**src/rtl/segix_pkg.sv**
```systemverilog
// Shared widths, constants and types of the segment intersection block.
package segix_pkg;

	localparam int COORD_BITS  = 16;
	localparam int T_FRAC_BITS = 16;

	localparam int DIFF_BITS = COORD_BITS + 1;
	localparam int PROD_BITS = 2 * DIFF_BITS;
	localparam int WIDE_BITS = 2 * COORD_BITS + 3;
	localparam int MAG_BITS  = WIDE_BITS - 1;
	localparam int REM_BITS  = MAG_BITS + 1;
	localparam int QUO_BITS  = T_FRAC_BITS + 1;
	localparam int DIV_STAGES = T_FRAC_BITS + 1;
	localparam int SCALE_BITS = QUO_BITS + COORD_BITS;

	localparam int IN_FIELDS     = 8;
	localparam int IN_DATA_BITS  = ((IN_FIELDS * COORD_BITS + 7) / 8) * 8;
	localparam int OUT_DATA_BITS = ((2 * COORD_BITS + 7) / 8) * 8;

	localparam int FIFO_DEPTH = 4;
	localparam int FIFO_AW    = $clog2(FIFO_DEPTH);

	// One classified item handed from the front end to the back end.
	typedef struct packed {
		logic                        hit;
		logic signed [COORD_BITS-1:0] p0x;
		logic signed [COORD_BITS-1:0] p0y;
		logic signed [DIFF_BITS-1:0]  d10x;
		logic signed [DIFF_BITS-1:0]  d10y;
		logic [MAG_BITS-1:0]          tmag;
		logic [MAG_BITS-1:0]          dmag;
	} job_t;

	// Side data that rides along the divider stages.
	typedef struct packed {
		logic                        hit;
		logic signed [COORD_BITS-1:0] p0x;
		logic signed [COORD_BITS-1:0] p0y;
		logic                        negx;
		logic                        negy;
		logic [COORD_BITS-1:0]        magx;
		logic [COORD_BITS-1:0]        magy;
	} carry_t;

endpackage

```
**src/rtl/segix_fifo.sv**
```systemverilog
// Short queue that decouples the front end from the divider back end.
module segix_fifo (
	input  logic            clk,
	input  logic            arst_n,
	input  logic            push,
	input  segix_pkg::job_t push_job,
	output logic            full,
	output logic            pop_valid,
	input  logic            pop_ready,
	output segix_pkg::job_t pop_job
);
	import segix_pkg::*;

	job_t               mem_q [FIFO_DEPTH];
	logic [FIFO_AW-1:0] wr_ptr_q, rd_ptr_q;
	logic [FIFO_AW:0]   count_q;
	logic               pop;

	assign full      = (count_q == (FIFO_AW+1)'(FIFO_DEPTH));
	assign pop_valid = (count_q != '0);
	assign pop       = pop_valid && pop_ready;
	assign pop_job   = mem_q[rd_ptr_q];

	always_ff @(posedge clk or negedge arst_n) begin
		if (!arst_n) begin
			wr_ptr_q <= '0;
			rd_ptr_q <= '0;
			count_q  <= '0;
		end else begin
			if (push) wr_ptr_q <= wr_ptr_q + 1'b1;
			if (pop) rd_ptr_q <= rd_ptr_q + 1'b1;
			if (push && !pop) count_q <= count_q + 1'b1;
			else if (pop && !push) count_q <= count_q - 1'b1;
		end
	end

	always_ff @(posedge clk) begin
		if (push) mem_q[wr_ptr_q] <= push_job;
	end

	assert property (@(posedge clk) disable iff (!arst_n)
		full |-> !push)
		else $error("fifo: write into a full queue");

endmodule

```
**config.mk**
```make
export PLATFORM = sky130hd
export DESIGN_NAME = segix_fifo
export DESIGN_NICKNAME = d
export VERILOG_FILES = /design/src/rtl/segix_pkg.sv /design/src/rtl/segix_fifo.sv
export SDC_FILE = /design/constraint.sdc
export NUM_CORES = 1
export LEC_CHECK = 0
export ABC_AREA = 1
export BUFFER_PORTS_ARGS = -buffer_cell sky130_fd_sc_hd__buf_2
export CORE_AREA = 2 2 220 222
export DETAILED_ROUTE_END_ITERATION = 7
export DIE_AREA = 0 0 222 224
export GPL_TIMING_DRIVEN = 0
export PLACE_DENSITY = 0.69
export SLEW_MARGIN = 40
export SYNTH_ARGS = -nofsm -noshare
export SYNTH_HDL_FRONTEND = slang
export SYNTH_SLANG_ARGS = --single-unit
```
**constraint.sdc**
```tcl
create_clock -name clk -period 7.9 [get_ports clk]
set_clock_uncertainty 0.2 [all_clocks]
set_input_delay 0.79 -clock clk [delete_from_list [all_inputs] [get_ports clk]]
set_output_delay 0.79 -clock clk [all_outputs]
set_load 0.01 [all_outputs]
```
# Word level (Yosys, flattened, before mapping)
# Memory sizes are Yosys's and may differ from the RTL's.
# Cells that the tools add are included.
# totals
register_bits	7
mem_bits_rw	540
inputBits	139
output_inout_bits	137
word_cells	20
n_memories	1
# classes
add_sub_neg	4
n_eq_ne	1
n_mux	4
reduce_logical	7
# mem_list
memory	words	word_bits	read_ports	rd_ports_with_merged_regs	wr	line	text
mem_q	4	135	1	0	1	segix_fifo.sv:14	job_t mem_q [FIFO_DEPTH];
# ops
cell	n
two-way mux 3 bit	2
adder 2 x 1 -> 2 bit (second input constant)	2
adder 3 x 1 -> 3 bit (second input constant)	1
== test 3 bit (second input constant)	1
logical AND 1 bit	3
nonzero test 3 bit	1
subtractor 3 x 1 -> 3 bit (second input constant)	1
logical NOT 1 bit	2
two-way mux 1 bit	2
nonzero test 2 bit	1

# Depth between registers and ports, before layout
# Gate-level depths: netlist (run 1).
# depth
depth_word	5
depth_mapped	11
mapped_depth_nobuf	11

# Worst setup path after synthesis (run 1)
# Ideal clock, no wire load.
# synth_path
kind	in2reg
from	input port push
to	memory mem_q[0][0] (netlist name) (enable)
setup_time_ps	488
arrival_time_ps	3699
required_ps	7212
slack_ps	3513
stages	3
path_buffers	1
path_cell_list	clkbuf_1 > nand2_1 > inv_1
# synth_via
elab_chain_cells	2
# synth_lines
element	line	text
start: declaration	segix_fifo.sv:5	input logic push,
two-way mux 1 bit	segix_fifo.sv:38	if (push) mem_q[wr_ptr_q] <= push_job;
two-way mux 1 bit (implied by the code)	segix_fifo.sv:38	
end: declaration	segix_fifo.sv:14	
# No other way between the ends.

==> results of run 1 <==
## report_power, final
group	internal, W	switching [W]
Combinational	0.00128	0.00241
Sequential	0.00379	0.000119
Clock	0.00147	0.00105
Total	0.00654	0.00357
## cell type report
cell class              count  share of cell area, %
inverters                 283                   4.18
flip-flops and latches    547                   62.6
clock buffers              68                   5.60
diodes                      6                 0.0573
repair buffers            286                   6.29
well taps                 615                   2.94
clock inverters            29                   1.02
multi-input cells         710                   14.3
plain buffers              89                   2.97
## layout by cell type, fill, tap and decap left out, drive strengths merged, types with 3 or more instances in the layout
cell type  count
nand3          3
ha             5
nand2        425
bufinv         5
buf          359
dfrtp          7
inv          286
clkbuf        83
edfxtp       540
o211ai       270
diode          6
clkinv        20
## through the flow
step	util, %	instance area (sq um)	hold WS (ns)	instances
3_3_place_gp	51.0	24100	0.259	2519
4_1_cts	55.3	26200	0.161	2627
6_report	55.3	26200	0.200	2633
5_1_grt	55.3	26200	0.172	2630
3_5_place_dp	51.6	24400	0.276	2529
2_1_floorplan	-	22000	0.242	1629
## critical path: cells and delay by family (launching register included)
family,cells,cell delay (ns)
AO/OA/AOI/OAI,1,0.14
flip-flops,1,0.38
buffers and inverters,4,1.15
AND/OR/NAND/NOR,1,0.11
## flip-flops by register name, summed over array words and instances (netlist names)
name,count
rd_ptr_q,2
count_q,3
mem_q,540
wr_ptr_q,2
## cell families (layout without fill, tap and decap cells)
family          Yosys count  after routing  share of synthesized area [%]
fa+ha+maj                 6              6                          0.376
simple gates            431            431                           7.39
other cells               0              6                              0
buf+inv                 372            755                           8.38
flops                   547            547                           74.5
xor+xnor                  2              2                         0.0797
compound gates          271            271                           9.24
## final timing paths
path | startpoint | endpoint | depth (start not counted)
max | rd_ptr_q[1] | pop_job[106] | 6
min | push_job[10] | mem_q[0][10] | 1
max reg2reg | wr_ptr_q[0] | mem_q[0][107] | 6
min reg2reg | count_q[2] | count_q[2] | 2
max in group asynchronous | arst_n | count_q[2] | 2
min in group asynchronous | arst_n | wr_ptr_q[1] | 2
## layer usage
metal / track usage, % / up-vias / routed length (microns)
met1: 26.0 / 6461 / 21200
li1: - / 6393 / -
met2: 34.3 / 370 / 25100
met4: 6.89 / 12 / 1170
met5: 0 / - / 63
met3: 4.37 / 85 / 3190
## cells in the mapped netlist, drive strengths merged
| cell type | n |
|---|---|
| buf | 74 |
| clkbuf | 15 |
| dfrtp | 7 |
| edfxtp | 540 |
| fa | 1 |
| ha | 5 |
| inv | 283 |
| nand2 | 425 |
| nand3 | 3 |
| nand4 | 1 |
| nor2 | 1 |
| nor3 | 1 |
| o211ai | 270 |
| o21ai | 1 |
| xnor2 | 1 |
| xor2 | 1 |
==> flow_metrics.tcl, run 1 <==
set metrics [dict create \
    status "completed" \
    synth_top_area_share_pct 73.7 \
    dpl.hpwl_microns 31800 \
    vdd_ir_drop_max_v 0.000239 \
    die_width_microns 222 \
    cpMostUsedCell "buf_2" \
    ys_seq_elements 547 \
    postCtsSetupBuffers 0 \
    clk-insertion-delay-late_ns 0.59 \
    grt_pass1_vias 13300 \
    cp-end-kind "primary output" \
    setup_viol 0 \
    cts_htree_levels 2 \
    crit_chain "inv_2 -> buf_2 -> buf_2 -> o211ai_1 -> nand2_1 -> buf_2" \
    clk_path_buf_depth 3 \
    area_delta_synth_final_pct 19.1 \
    synth_area_leaders "edfxtp_1 (74%), o211ai_1 (9.2%), nand2_1 (7.3%), inv_1 (4.8%), buf_6 (2.8%)" \
    worstSetupPathType "reg -> out" \
    grt_pass1_wl_microns 76000 \
    avgViaCountPerCell 5.06 \
    antenna_found_initial 10 \
    postRouteAntennaNets 0 \
    cp_slowest_cell "buf_2" \
    clk_pin_slew_ns 0.06 \
    port-buffer-count 275 \
    slew_headroom_pct 62.5 \
    ys_warn_count 0 \
    clock.fmax_mhz 295 \
    worstMarginPinSlew_ns 0.563 \
    first_iter_violations 882 \
    final-seq-area_sq_um 16400 \
    reg2reg_slack_ns 5.53 \
    synthesis.area_sq_um 22000 \
    grt_overflow_total 0 \
    total_power_w 0.0101 \
    synth_cells 1629 \
    ctsHoldBuffers 1 \
    post-route-period-util_pct 42.8 \
    yosys.area.top_type "edfxtp_1" \
    multi_input_area_sq_um 3760 \
    grt_usage_pct 20.3 \
    drt_wl_total_microns 50800 \
    fillers 3820 \
    core_area_sq_um 47300 \
    syn-num-nets 1774 \
    nNetsFinal 2118 \
    tns_ns 0 \
    cts_buffers 56 \
    cts.repair.resized 0 \
    grt_max_degree 63 \
    drive_gt1_share_pct 21.7 \
    dieHeight_microns 224 \
    tritoncts "yes" \
    crit_fanout 10 \
    max_cap_violations 0 \
    drc 0 \
    p_leak_nw 10.6 \
    io_pins 276 \
    routedWlPerCell_microns 19.3 \
    clock-sinks 547 \
    firstDrtPassIters 5 \
    vias 13300 \
    rsz0062_at_grt "false" \
    yosysSeqAreaShare_pct 74.5 \
    initial_utilization_pct 46.4 \
    drv_slew 0 \
    min_period_ns 3.38 \
    final-hold-violation-count 0 \
    arrival_ns 2.39 \
    cts-root-buf "clkbuf_16" \
    hold_path.class "in -> reg" \
    dieArea_sq_um 49700 \
    dpl_worst_slack_ns 4.98 \
    synth.distinct_cells 20 \
    required_ns 6.91 \
    place.gp.congestion 0.773 \
    rows 80 \
    power_density_nw_per_um2 386 \
    setup_ws_ns 4.52 \
    critPathLaunchType "flop" \
    syn_area_per_cell_sq_um 13.5 \
    max_stage_delay_ns 0.39 \
]
Power figures use the tool's default switching activity.
==> inputs of run 2 (changes only) <==
==> constraint.sdc (replaced) <==
create_clock -name clk -period 3.35 [get_ports clk]
set_clock_uncertainty 0.2 [all_clocks]
set_input_delay 0.335 -clock clk [delete_from_list [all_inputs] [get_ports clk]]
set_output_delay 0.335 -clock clk [all_outputs]
set_load 0.01 [all_outputs]
==> flow_metrics.tcl, run 2 (same netlist as run 1, synthesis figures left out) <==
set metrics [dict create \
    finalNonFillerCells 2793 \
    registers.top_by_ff_count "mem_q" \
    rr_startpoint "wr_ptr_q[1]" \
    arrival_ns 2.34 \
    layout_commonest_cell "edfxtp_1" \
    io_pins 276 \
    avgViaCountPerCell 5.04 \
    cts_htree_levels 2 \
    dpl_worst_slack_ns 0.974 \
    largest_reg_flops 540 \
    min_period_ns 2.88 \
    setup_ws_ns 0.471 \
    firstDrtPassIters 5 \
    tritoncts "yes" \
    routedWlPerCell_microns 18.9 \
    power_density_nw_per_um2 882 \
    clk-insertion-delay-late_ns 0.59 \
    grt_overflow_total 0 \
    final-hold-violation-count 0 \
    r2r-end "mem_q[1][13]" \
    final_core_util_pct 59.6 \
    vias 14100 \
    cp-startpoint "rd_ptr_q[1]" \
    worst-path-buf-inv 4 \
    internal_power_w 0.0163 \
    first_iter_violations 1056 \
    port-buffer-count 275 \
    seq_power_share_pct 37.0 \
    ctsHoldBuffers 139 \
    drv_slew 0 \
    status "completed" \
    required_ns 2.81 \
    dpl.hpwl_microns 33200 \
    p_leak_nw 11.4 \
    r2r_cells 7 \
    crit_chain "inv_2 -> buf_2 -> buf_2 -> o211ai_1 -> nand2_1 -> buf_2" \
    p_comb_share_pct 37.2 \
    cp-end-kind "primary output" \
    setup_viol 0 \
    reg2reg_slack_ns 1.01 \
    switching_share_pct 34.6 \
    total_power_w 0.0249 \
    reg_top3 "mem_q x540, count_q x3" \
    cts.repair.resized 0 \
    vdd_ir_drop_max_v 0.000610 \
    antenna_found_initial 5 \
    power_frac_clock_pct 25.8 \
    slew_headroom_pct 62.8 \
    net-switching-power_w 0.00862 \
    clock-sinks 547 \
    cpMostUsedCell "buf_2" \
    post-route-period-util_pct 85.9 \
    drt_wl_total_microns 52700 \
    drive_gt1_share_pct 21.4 \
    postCtsSetupBuffers 0 \
    clk_path_buf_depth 3 \
    die_width_microns 222 \
    crit_fanout 10 \
    holdCritStartpoint "count_q[2]" \
    min_to "count_q[2]" \
    tns_ns 0 \
    max_cap_violations 0 \
    rsz0062_at_grt "false" \
    initial_utilization_pct 46.4 \
    dieArea_sq_um 49700 \
    worstMarginPinSlew_ns 0.558 \
    cp_slowest_cell "buf_2" \
    grt_pass1_vias 14200 \
    crit_family "buffers and inverters" \
    whs_path_depth 2 \
    grt_usage_pct 21.0 \
    max_stage_delay_ns 0.39 \
    nNetsFinal 2275 \
    final-seq-area_sq_um 16400 \
    clk_pin_slew_ns 0.06 \
    core_area_sq_um 47300 \
    drc 0 \
    layout_common_cells "edfxtp_1 (540), nand2_1 (425), buf_2 (290), inv_1 (277), o211ai_1 (270)" \
    grt_pass1_wl_microns 79900 \
    grt_max_degree 22 \
    multi_input_area_sq_um 3760 \
    rows 80 \
    dp.cells 2550 \
    fillers 3512 \
    area_delta_synth_final_pct 28.3 \
    postRouteAntennaNets 0 \
    cts_buffers 54 \
    place.gp.congestion 0.783 \
    critPathLaunchType "flop" \
    hold_path.class "reg -> reg" \
    dieHeight_microns 224 \
    cts-root-buf "clkbuf_16" \
    worstSetupPathType "reg -> out" \
    clock.fmax_mhz 347 \
]
==> run 2: power by group through the flow <==
stage / logic, W / clock network, W / registers (W)
after global placement: 0.00850 / 0 / 0.00954
final: 0.00925 / 0.00642 / 0.00921
after floorplan: 0.00516 / 0 / 0.00940
after CTS: 0.00935 / 0.00651 / 0.00921
after detailed placement: 0.00917 / 0 / 0.00935
after global routing: 0.0101 / 0.00678 / 0.00930
==> run 2: worst register-to-register path: stages (launching register included) <==
cell        delay, ns
dfrtp_1          0.38
inv_1            0.09
ha_1             0.17
nand2_1          0.10
clkinvlp_4       0.43
buf_16           0.35
buf_16           0.18
buf_16           0.18
==> run 2: per-stage QoR <==
step	cell area, sq um	hold slack, ns
after CTS	28200	0.248
final	28200	0.275
after detailed placement	24900	-0.0187
after global placement	24200	-0.0213
after floorplan	22000	-0.161
after global routing	28200	0.284
==> run 2: area by class of cell <==
| cell class | instances | area share [%] |
|---|---|---|
| tap | 615 | 2.73 |
| clock buffer | 62 | 5.12 |
| buffer | 89 | 2.75 |
| inverter | 283 | 3.83 |
| antenna | 4 | 0.0355 |
| timing repair buffer | 445 | 12.5 |
| sequential | 547 | 58.1 |
| clock inverter | 38 | 1.63 |
| multi-input combinational | 710 | 13.3 |
==> run 2: worst max-delay path by stage <==
stage	end	slack, ns	depth (start not counted)
2_1_floorplan	mem_q[0][0]	0.04	4
3_3_place_gp	mem_q[2][104]	-1.84	4
3_5_place_dp	mem_q[1][17]	0.97	7
4_1_cts	pop_job[75]	0.36	6
5_1_grt	pop_job[107]	0.32	6
6_report	pop_job[109]	0.47	6
==> run 2: layer usage <==
layer | GRT usage [%] | share of wire [%] | wire, microns | vias up
met3 | 3.67 | 5.5 | 2910 | 89
met4 | 7.72 | 2.6 | 1360 | 2
met5 | 0 | 0.025 | 13 | -
li1 | - | - | - | 6727
met1 | 27.0 | 42 | 21900 | 6828
met2 | 36.1 | 50 | 26500 | 420
