### src/rtl/segix_pkg.sv
// Shared widths, constants and types of the segment intersection block.
package segix_pkg;

	localparam int COORD_BITS  = 16;
	localparam int T_FRAC_BITS = 16;

	localparam int DIFF_BITS = COORD_BITS + 1;
	localparam int PROD_BITS = 2 * DIFF_BITS;
	localparam int WIDE_BITS = 2 * COORD_BITS + 3;
	localparam int MAG_BITS  = WIDE_BITS - 1;
	localparam int REM_BITS  = MAG_BITS + 1;
	localparam int QUO_BITS  = T_FRAC_BITS + 1;
	localparam int DIV_STAGES = T_FRAC_BITS + 1;
	localparam int SCALE_BITS = QUO_BITS + COORD_BITS;

	localparam int IN_FIELDS     = 8;
	localparam int IN_DATA_BITS  = ((IN_FIELDS * COORD_BITS + 7) / 8) * 8;
	localparam int OUT_DATA_BITS = ((2 * COORD_BITS + 7) / 8) * 8;

	localparam int FIFO_DEPTH = 4;
	localparam int FIFO_AW    = $clog2(FIFO_DEPTH);

	// One classified item handed from the front end to the back end.
	typedef struct packed {
		logic                        hit;
		logic signed [COORD_BITS-1:0] p0x;
		logic signed [COORD_BITS-1:0] p0y;
		logic signed [DIFF_BITS-1:0]  d10x;
		logic signed [DIFF_BITS-1:0]  d10y;
		logic [MAG_BITS-1:0]          tmag;
		logic [MAG_BITS-1:0]          dmag;
	} job_t;

	// Side data that rides along the divider stages.
	typedef struct packed {
		logic                        hit;
		logic signed [COORD_BITS-1:0] p0x;
		logic signed [COORD_BITS-1:0] p0y;
		logic                        negx;
		logic                        negy;
		logic [COORD_BITS-1:0]        magx;
		logic [COORD_BITS-1:0]        magy;
	} carry_t;

endpackage

### src/rtl/segix_back.sv
// Back end: pipelined restoring divider, scaling multiply and output register.
module segix_back (
	input  logic                                  clk,
	input  logic                                  arst_n,
	input  logic                                  in_valid,
	output logic                                  in_ready,
	input  segix_pkg::job_t                       in_job,
	output logic                                  out_valid,
	input  logic                                  out_ready,
	output logic                                  out_hit,
	output logic signed [segix_pkg::COORD_BITS-1:0] out_x,
	output logic signed [segix_pkg::COORD_BITS-1:0] out_y
);
	import segix_pkg::*;

	logic adv;

	logic [DIV_STAGES-1:0] div_valid_s;
	logic [REM_BITS-1:0]   div_rem_s  [DIV_STAGES];
	logic [QUO_BITS-1:0]   div_quo_s  [DIV_STAGES];
	logic [MAG_BITS-1:0]   div_den_s  [DIV_STAGES];
	carry_t                div_info_s [DIV_STAGES];

	logic [REM_BITS-1:0] rem_nxt [DIV_STAGES];
	logic [QUO_BITS-1:0] quo_nxt [DIV_STAGES];
	logic [MAG_BITS-1:0] den_nxt [DIV_STAGES];
	carry_t              info_in;
	logic signed [DIFF_BITS-1:0] negd10x, negd10y;

	logic                  mul_valid_s;
	logic [SCALE_BITS-1:0] prod_x_s, prod_y_s;
	carry_t                mul_info_s;

	logic [COORD_BITS-1:0]        step_x, step_y;
	logic signed [COORD_BITS:0]   sum_x, sum_y;

	logic                         out_valid_q, out_hit_q;
	logic signed [COORD_BITS-1:0] out_x_q, out_y_q;

	assign adv      = !out_valid_q || out_ready;
	assign in_ready = adv;

	assign negd10x = -in_job.d10x;
	assign negd10y = -in_job.d10y;

	always_comb begin
		info_in.hit  = in_job.hit;
		info_in.p0x  = in_job.p0x;
		info_in.p0y  = in_job.p0y;
		info_in.negx = in_job.d10x[DIFF_BITS-1];
		info_in.negy = in_job.d10y[DIFF_BITS-1];
		info_in.magx = in_job.d10x[DIFF_BITS-1] ? COORD_BITS'(negd10x)
			: COORD_BITS'(in_job.d10x);
		info_in.magy = in_job.d10y[DIFF_BITS-1] ? COORD_BITS'(negd10y)
			: COORD_BITS'(in_job.d10y);
	end

	// One quotient bit per stage. The first stage yields the integer bit,
	// the rest shift the remainder and yield one fraction bit each.
	for (genvar k = 0; k < DIV_STAGES; k++) begin : g_div
		logic [REM_BITS-1:0] r_in;
		logic [QUO_BITS-1:0] q_in;
		logic [MAG_BITS-1:0] d_in;
		logic                ge;

		if (k == 0) begin : g_first
			assign r_in = {1'b0, in_job.tmag};
			assign q_in = '0;
			assign d_in = in_job.dmag;
		end else begin : g_rest
			assign r_in = {div_rem_s[k-1][REM_BITS-2:0], 1'b0};
			assign q_in = div_quo_s[k-1];
			assign d_in = div_den_s[k-1];
		end

		assign ge         = (r_in >= {1'b0, d_in});
		assign rem_nxt[k] = ge ? r_in - {1'b0, d_in} : r_in;
		assign quo_nxt[k] = {q_in[QUO_BITS-2:0], ge};
		assign den_nxt[k] = d_in;
	end

	always_ff @(posedge clk or negedge arst_n) begin
		if (!arst_n) begin
			div_valid_s <= '0;
			mul_valid_s <= 1'b0;
			out_valid_q <= 1'b0;
		end else if (adv) begin
			div_valid_s <= {div_valid_s[DIV_STAGES-2:0], in_valid};
			mul_valid_s <= div_valid_s[DIV_STAGES-1];
			out_valid_q <= mul_valid_s;
		end
	end

	always_ff @(posedge clk) begin
		if (adv) begin
			for (int k = 0; k < DIV_STAGES; k++) begin
				div_rem_s[k] <= rem_nxt[k];
				div_quo_s[k] <= quo_nxt[k];
				div_den_s[k] <= den_nxt[k];
			end
			div_info_s[0] <= info_in;
			for (int k = 1; k < DIV_STAGES; k++) begin
				div_info_s[k] <= div_info_s[k-1];
			end

			prod_x_s   <= SCALE_BITS'(div_quo_s[DIV_STAGES-1])
				* SCALE_BITS'(div_info_s[DIV_STAGES-1].magx);
			prod_y_s   <= SCALE_BITS'(div_quo_s[DIV_STAGES-1])
				* SCALE_BITS'(div_info_s[DIV_STAGES-1].magy);
			mul_info_s <= div_info_s[DIV_STAGES-1];

			out_hit_q <= mul_info_s.hit;
			out_x_q   <= mul_info_s.hit ? sum_x[COORD_BITS-1:0] : '0;
			out_y_q   <= mul_info_s.hit ? sum_y[COORD_BITS-1:0] : '0;
		end
	end

	// The scaled step is truncated toward zero and applied with the sign
	// of the first segment's direction.
	assign step_x = prod_x_s[T_FRAC_BITS +: COORD_BITS];
	assign step_y = prod_y_s[T_FRAC_BITS +: COORD_BITS];
	assign sum_x  = mul_info_s.negx
		? (COORD_BITS+1)'(mul_info_s.p0x) - $signed({1'b0, step_x})
		: (COORD_BITS+1)'(mul_info_s.p0x) + $signed({1'b0, step_x});
	assign sum_y  = mul_info_s.negy
		? (COORD_BITS+1)'(mul_info_s.p0y) - $signed({1'b0, step_y})
		: (COORD_BITS+1)'(mul_info_s.p0y) + $signed({1'b0, step_y});

	assign out_valid = out_valid_q;
	assign out_hit   = out_hit_q;
	assign out_x     = out_x_q;
	assign out_y     = out_y_q;

	assert property (@(posedge clk) disable iff (!arst_n)
		div_valid_s[DIV_STAGES-1] && div_info_s[DIV_STAGES-1].hit
		|-> div_rem_s[DIV_STAGES-1] < {1'b0, div_den_s[DIV_STAGES-1]})
		else $error("back: divider remainder not below divisor");

	assert property (@(posedge clk) disable iff (!arst_n)
		out_valid_q && !out_hit_q |-> (out_x_q == '0) && (out_y_q == '0))
		else $error("back: miss result with nonzero point");

endmodule

### config.mk
export PLATFORM = sky130hd
export DESIGN_NAME = segix_back
export DESIGN_NICKNAME = d
export VERILOG_FILES = /design/src/rtl/segix_pkg.sv /design/src/rtl/segix_back.sv
export SDC_FILE = /design/constraint.sdc
export NUM_CORES = 2
export LEC_CHECK = 0
export CAP_MARGIN = 25
export CORE_AREA = 5 5 626 628
export CTS_CLUSTER_DIAMETER = 100
export DETAILED_ROUTE_END_ITERATION = 12
export DIE_AREA = 0 0 631 633
export DONT_BUFFER_PORTS = 1
export SLEW_MARGIN = 20
export SYNTH_ARGS = -nofsm -noshare
export SYNTH_HDL_FRONTEND = slang
export SYNTH_SLANG_ARGS = --single-unit
### constraint.sdc
create_clock -name clk -period 123.3 [get_ports clk]
set_input_delay 30.825 -clock clk [delete_from_list [all_inputs] [get_ports clk]]
set_output_delay 30.825 -clock clk [all_outputs]
set_load 0.1 [all_outputs]
* After elaboration in Yosys (flattened, before gate mapping)
Memories as Yosys holds them, arrays and structs flattened. Cells that the tools add are included.
Word-level totals: flip-flop bits (word level) 151, bits in latches 0, bits in writable memories 2601, ROM bits 0, bits of input ports 139, output and inout port bits 35, logic and storage cells 84, memories 4
Memories:
- div_info_s | words 17, bits a word 67, rd ports 17, clocked after Yosys merged registers in 0, wr ports 17, line segix_back.sv:22 | carry_t div_info_s [DIV_STAGES];
- div_rem_s | words 17, bits a word 35, rd ports 16, clocked after Yosys merged registers in 0, wr ports 17, line segix_back.sv:19 | logic [REM_BITS-1:0] div_rem_s [DIV_STAGES];
- div_den_s | words 17, bits a word 34, rd ports 16, clocked after Yosys merged registers in 0, wr ports 17, line segix_back.sv:21 | logic [MAG_BITS-1:0] div_den_s [DIV_STAGES];
- div_quo_s | words 17, bits a word 17, rd ports 17, clocked after Yosys merged registers in 0, wr ports 17, line segix_back.sv:20 | logic [QUO_BITS-1:0] div_quo_s [DIV_STAGES];
Cells by class: add/subtract/negate cells 23, multipliers 2, div/mod/pow operators 0, $lt $le $gt $ge 17, equality and inequality tests 0, shift operators 0, mux-type cells 23, bitwise operators 0, reductions and logical operators 2
Operators with widths (number):
- $mux 35 | 17
- $ge 35x34->1 | 16
- $sub 35x34->35 | 16
- $mul 17x16->32 | 2
- $mux 16 | 4
- $sub 34x34->35 | 1
- $ge 34x34->1 | 1
- $add 16x16->16 | 2
- $neg 16->16 | 2
- $sub 16x16->16 | 2
- $mux 1 | 2
- $logic_not 1->1 | 1
- $logic_or 1x1->1 | 1

* Logic depth before layout (Yosys ltp)
depth in word-level cells 4, mapped depth 25

* Least setup slack after synthesis
OpenSTA, ideal clock, no wires.
kind input to output, start in out_ready, end out in_ready, arrival time 98.497 ns, required time 92.475 ns, slack -6.022 ns, stages on the path 2, cell sequence nand2b_1 clkbuf_1
On the way: longest elaborated chain between the ends 1
Ends and longest elaborated chain:
- start, declared | line segix_back.sv:9 | input logic out_ready,
- $logic_or 1x1->1 | line segix_back.sv:40 | assign adv = !out_valid_q || out_ready;
- end, declared | line segix_back.sv:6 | output logic in_ready,
Every way passes these cells.

* Worst setup path in the final report
Ends and elaborated chain as after synthesis.

==> qor.txt <==
Status: completed
Data required time of the critical path: 92.47 ns
Final setup vio count: 0
Cell accounting for the most synthesized area: sky130_fd_sc_hd__edfxtp_1
Synthesized flop and latch total: 2,499
Warning count from the yosys run: 0
Number of levels the H-tree was split into: 5
Number of enable-type register cells in the synthesized netlist: 2,480
Xor/xnor share of the synthesized area: 3.80%
Die footprint: 0.399 mm^2
Root Buffer Master: sky130_fd_sc_hd__clkbuf_16
Post-CTS setup buffer count: 0
Actual slew at the worst max-slew pin: 1.11 ns
Yosys cell types: 86
Initial drt markers: 3,952
Weighted congestion reported at the end of routability-driven placement: 0.875
Reg2Reg Depth: 9
Pin count of the biggest net entering global routing: 202
Via total after detailed routing: 73,500
Cell type of the slowest stage on the worst timing path: sky130_fd_sc_hd__nand2b_4
Post-route fraction of the period consumed by the critical path: 50.4%
Number of cell rows: 228
Top cell family by delay on the critical path: simple AND/OR/NAND/NOR gates
Sort of element at the end of the critical path: output pin
Worst hold stages: 0
Routed via count divided by cell count: 4.73
Nets in the synthesized netlist: 11,500
Total congestion overflow after global routing: 0
Initial core utilization: 33.9%
Routed WL per cell: 15.9 um
Worst-path clk slew: 0.06 ns
RSZ-0062 raised after global routing: no
Area growth, synth to finish: 11.6%
Leading cell type by number of instances after synthesis: sky130_fd_sc_hd__edfxtp_1
Highest achievable clock rate: 16.1 MHz
Clock buffer depth: 4
Share of the synthesized area in the top cell type: 57.2%
Number of hold buffers added after CTS: 0
Category of the most critical setup path: in -> out
Number of antenna-violating nets in the routed design: 0
Mean instance size in the synthesized netlist: 12.9 um^2
HP Class: reg -> reg
Final routed wirelength across all metal layers: 248,000 um
Largest fanout of any net on the critical path: 7
Critical Path AT: 31.26 ns
Post-route minimum period: 62.09 ns
Max incr delay on CP: 0.37 ns
Core region area: 0.385 mm^2
Count of instances resized after the clock tree is built: 0
Area of the mapped netlist: 0.130 mm^2
Total of buffers placed on input and output ports: 0
Setup TNS after final layout: 0 ns
Mux contribution to synthesized area: 2.87%
Buffers & Inverters on Critical Path: 0
Sequential-to-total area share from yosys stat: 57.5%
CTS tree: yes
Area fraction in compound gates after synthesis: 9.31%
Register-to-register setup slack: 115.50 ns
Number of detailed-routing iterations run before antenna repair: 5
DIE HEIGHT: 633 um
Post-synthesis instance total: 10,100
Asr flop ratio synth: 0.760%
Adder-cell area share of the yosys netlist: 14.4%
Most instantiated cells after synthesis: 2,480 x sky130_fd_sc_hd__edfxtp_1, 1,212 x sky130_fd_sc_hd__inv_1, 807 x sky130_fd_sc_hd__ha_1, 664 x sky130_fd_sc_hd__nand2_1, 622 x sky130_fd_sc_hd__a21oi_1
Global-route wire length before repair: 396,000 um
Headroom to the max-slew limit: 25.3%
# DRC: 0
Number of pins exceeding their max-slew limit in the final report: 0
Worst flop-to-flop path startpoint: out_valid$_DFFE_PN0P_
Commonest register cell after synthesis: sky130_fd_sc_hd__edfxtp_1
Number of global-route vias before repair: 75,200
Largest family of logic cells by synthesized area: adder cells
Reg-to-Reg End: div_den_s[0][540]$_DFFE_PP_
Overall fraction of global-route tracks in use: 12.2%
Skew-Pair Late Insertion Delay: 0.89 ns
Final Hold Vio Count: 0
Max-cap violations: 0
Destination of the worst hold path: div_info_s[0][576]$_DFFE_PP_
Post-synthesis simple-gate area fraction: 7.93%
Number of antenna violations at the first check in global routing: 2
Final Net Count: 11,600
Total number of clock tree sinks: 2,499
Series of cell instances along the critical path: nand2b_4
Kind of start point of the critical path: input port
TritonCTS buffer count: 281
Worst clock skew: 0.0466 ns
Cell types occupying the most area after synthesis: sky130_fd_sc_hd__edfxtp_1 57%, sky130_fd_sc_hd__ha_1 7.7%, sky130_fd_sc_hd__fa_1 6.6%
Dpl hpwl: 180,000 um
Number of top-level pins: 174
Layout cells sized above 1: 8.02%
Die W: 631 um
Origin of the worst min-delay path: div_info_s[0][509]$_DFFE_PP_
[cells by family after synthesis]
group / count (synthesis)
and+or+nand+nor: 2131
muxes: 325
AOI/OAI and AO/OA: 1910
adders and majority gates: 1237
buffers and inverters: 1452
xor gates and xnor gates: 566
DFF: 2499
[layer usage]
metal | GRT usage, % | part of all wire [%] | vias up
li1 | - | - | 36500
met1 | 13.9 | 40 | 35200
met2 | 22.2 | 51 | 1291
met3 | 1.90 | 3.9 | 509
met4 | 5.84 | 5.1 | 0
met5 | 0 | 0 | -
[state kept, by name, summed over array words and instances (netlist names)]
| name | cells |
|---|---|
| out_hit | 1 |
| prod_x_s | 16 |
| div_info_s | 1139 |
| div_valid_s | 17 |
| div_quo_s | 153 |
| out_y | 16 |
| out_valid | 1 |
| div_rem_s | 544 |
| out_x | 16 |
| div_den_s | 544 |
| mul_info_s | 35 |
| prod_y_s | 16 |
| mul_valid_s | 1 |
[final cells by class]
type                       count  area (um^2)
fill                       36200       239000
sequential                  2499        74900
multi-input combinational   6169        50000
clock buffer                 335         7320
tap                         5060         6330
inverter                    1212         4550
clock inverter               170         1660
timing repair buffer          78          648
antenna                        4         10.0
[how the worst max path moves through the flow]
stage | start | slack [ns] | endpoint | depth (start not counted)
after CTS | out_ready | 61.17 | in_ready | 1
after floorplan | out_ready | 30.21 | in_ready | 2
after global routing | out_ready | 61.19 | in_ready | 1
final | out_ready | 61.21 | in_ready | 1
after global placement | out_ready | 61.17 | in_ready | 1
after detailed placement | out_ready | 61.17 | in_ready | 1
[layout by cell type (no fill, tap or decap), drive strengths merged, types with 303 or more instances in the layout]
cell,synthesis,routed
a21oi,622,622
inv,1212,1236
ha,807,807
mux2,303,303
edfxtp,2480,2480
clkbuf,207,335
a21o,304,304
nand2,664,664
xnor2,395,395
fa,430,430
nor2,481,481
o21ai,381,381
[metrics by stage]
| step | cell area (um^2) | setup WS (ns) | hold slack (ns) | instances | util, % |
|---|---|---|---|---|---|
| floorplan | 130000 | 30.21 | 0.400 | 10100 | - |
| global placement | 136000 | 61.17 | 0.400 | 15000 | 35.4 |
| detailed placement | 136000 | 61.17 | 0.405 | 15000 | 35.5 |
| CTS | 145000 | 61.17 | 0.373 | 15500 | 37.8 |
| global route | 145000 | 61.19 | 0.380 | 15500 | 37.8 |
| finish | 145000 | 61.21 | 0.387 | 15500 | 37.8 |
[worst register-to-register path, stage by stage (launching register included)]
cell	delay, ns
sky130_fd_sc_hd__dfrtp_1	0.76
sky130_fd_sc_hd__nand2b_4	0.57
sky130_fd_sc_hd__buf_4	0.54
sky130_fd_sc_hd__buf_4	0.69
sky130_fd_sc_hd__buf_4	0.84
sky130_fd_sc_hd__buf_12	0.67
sky130_fd_sc_hd__buf_4	0.79
sky130_fd_sc_hd__buf_4	0.72
sky130_fd_sc_hd__buf_4	0.92
sky130_fd_sc_hd__buf_4	0.87
Power is left out: the tool's default activity adds up to more than one toggle a clock period on the data nets, which glitch-free logic cannot reach.
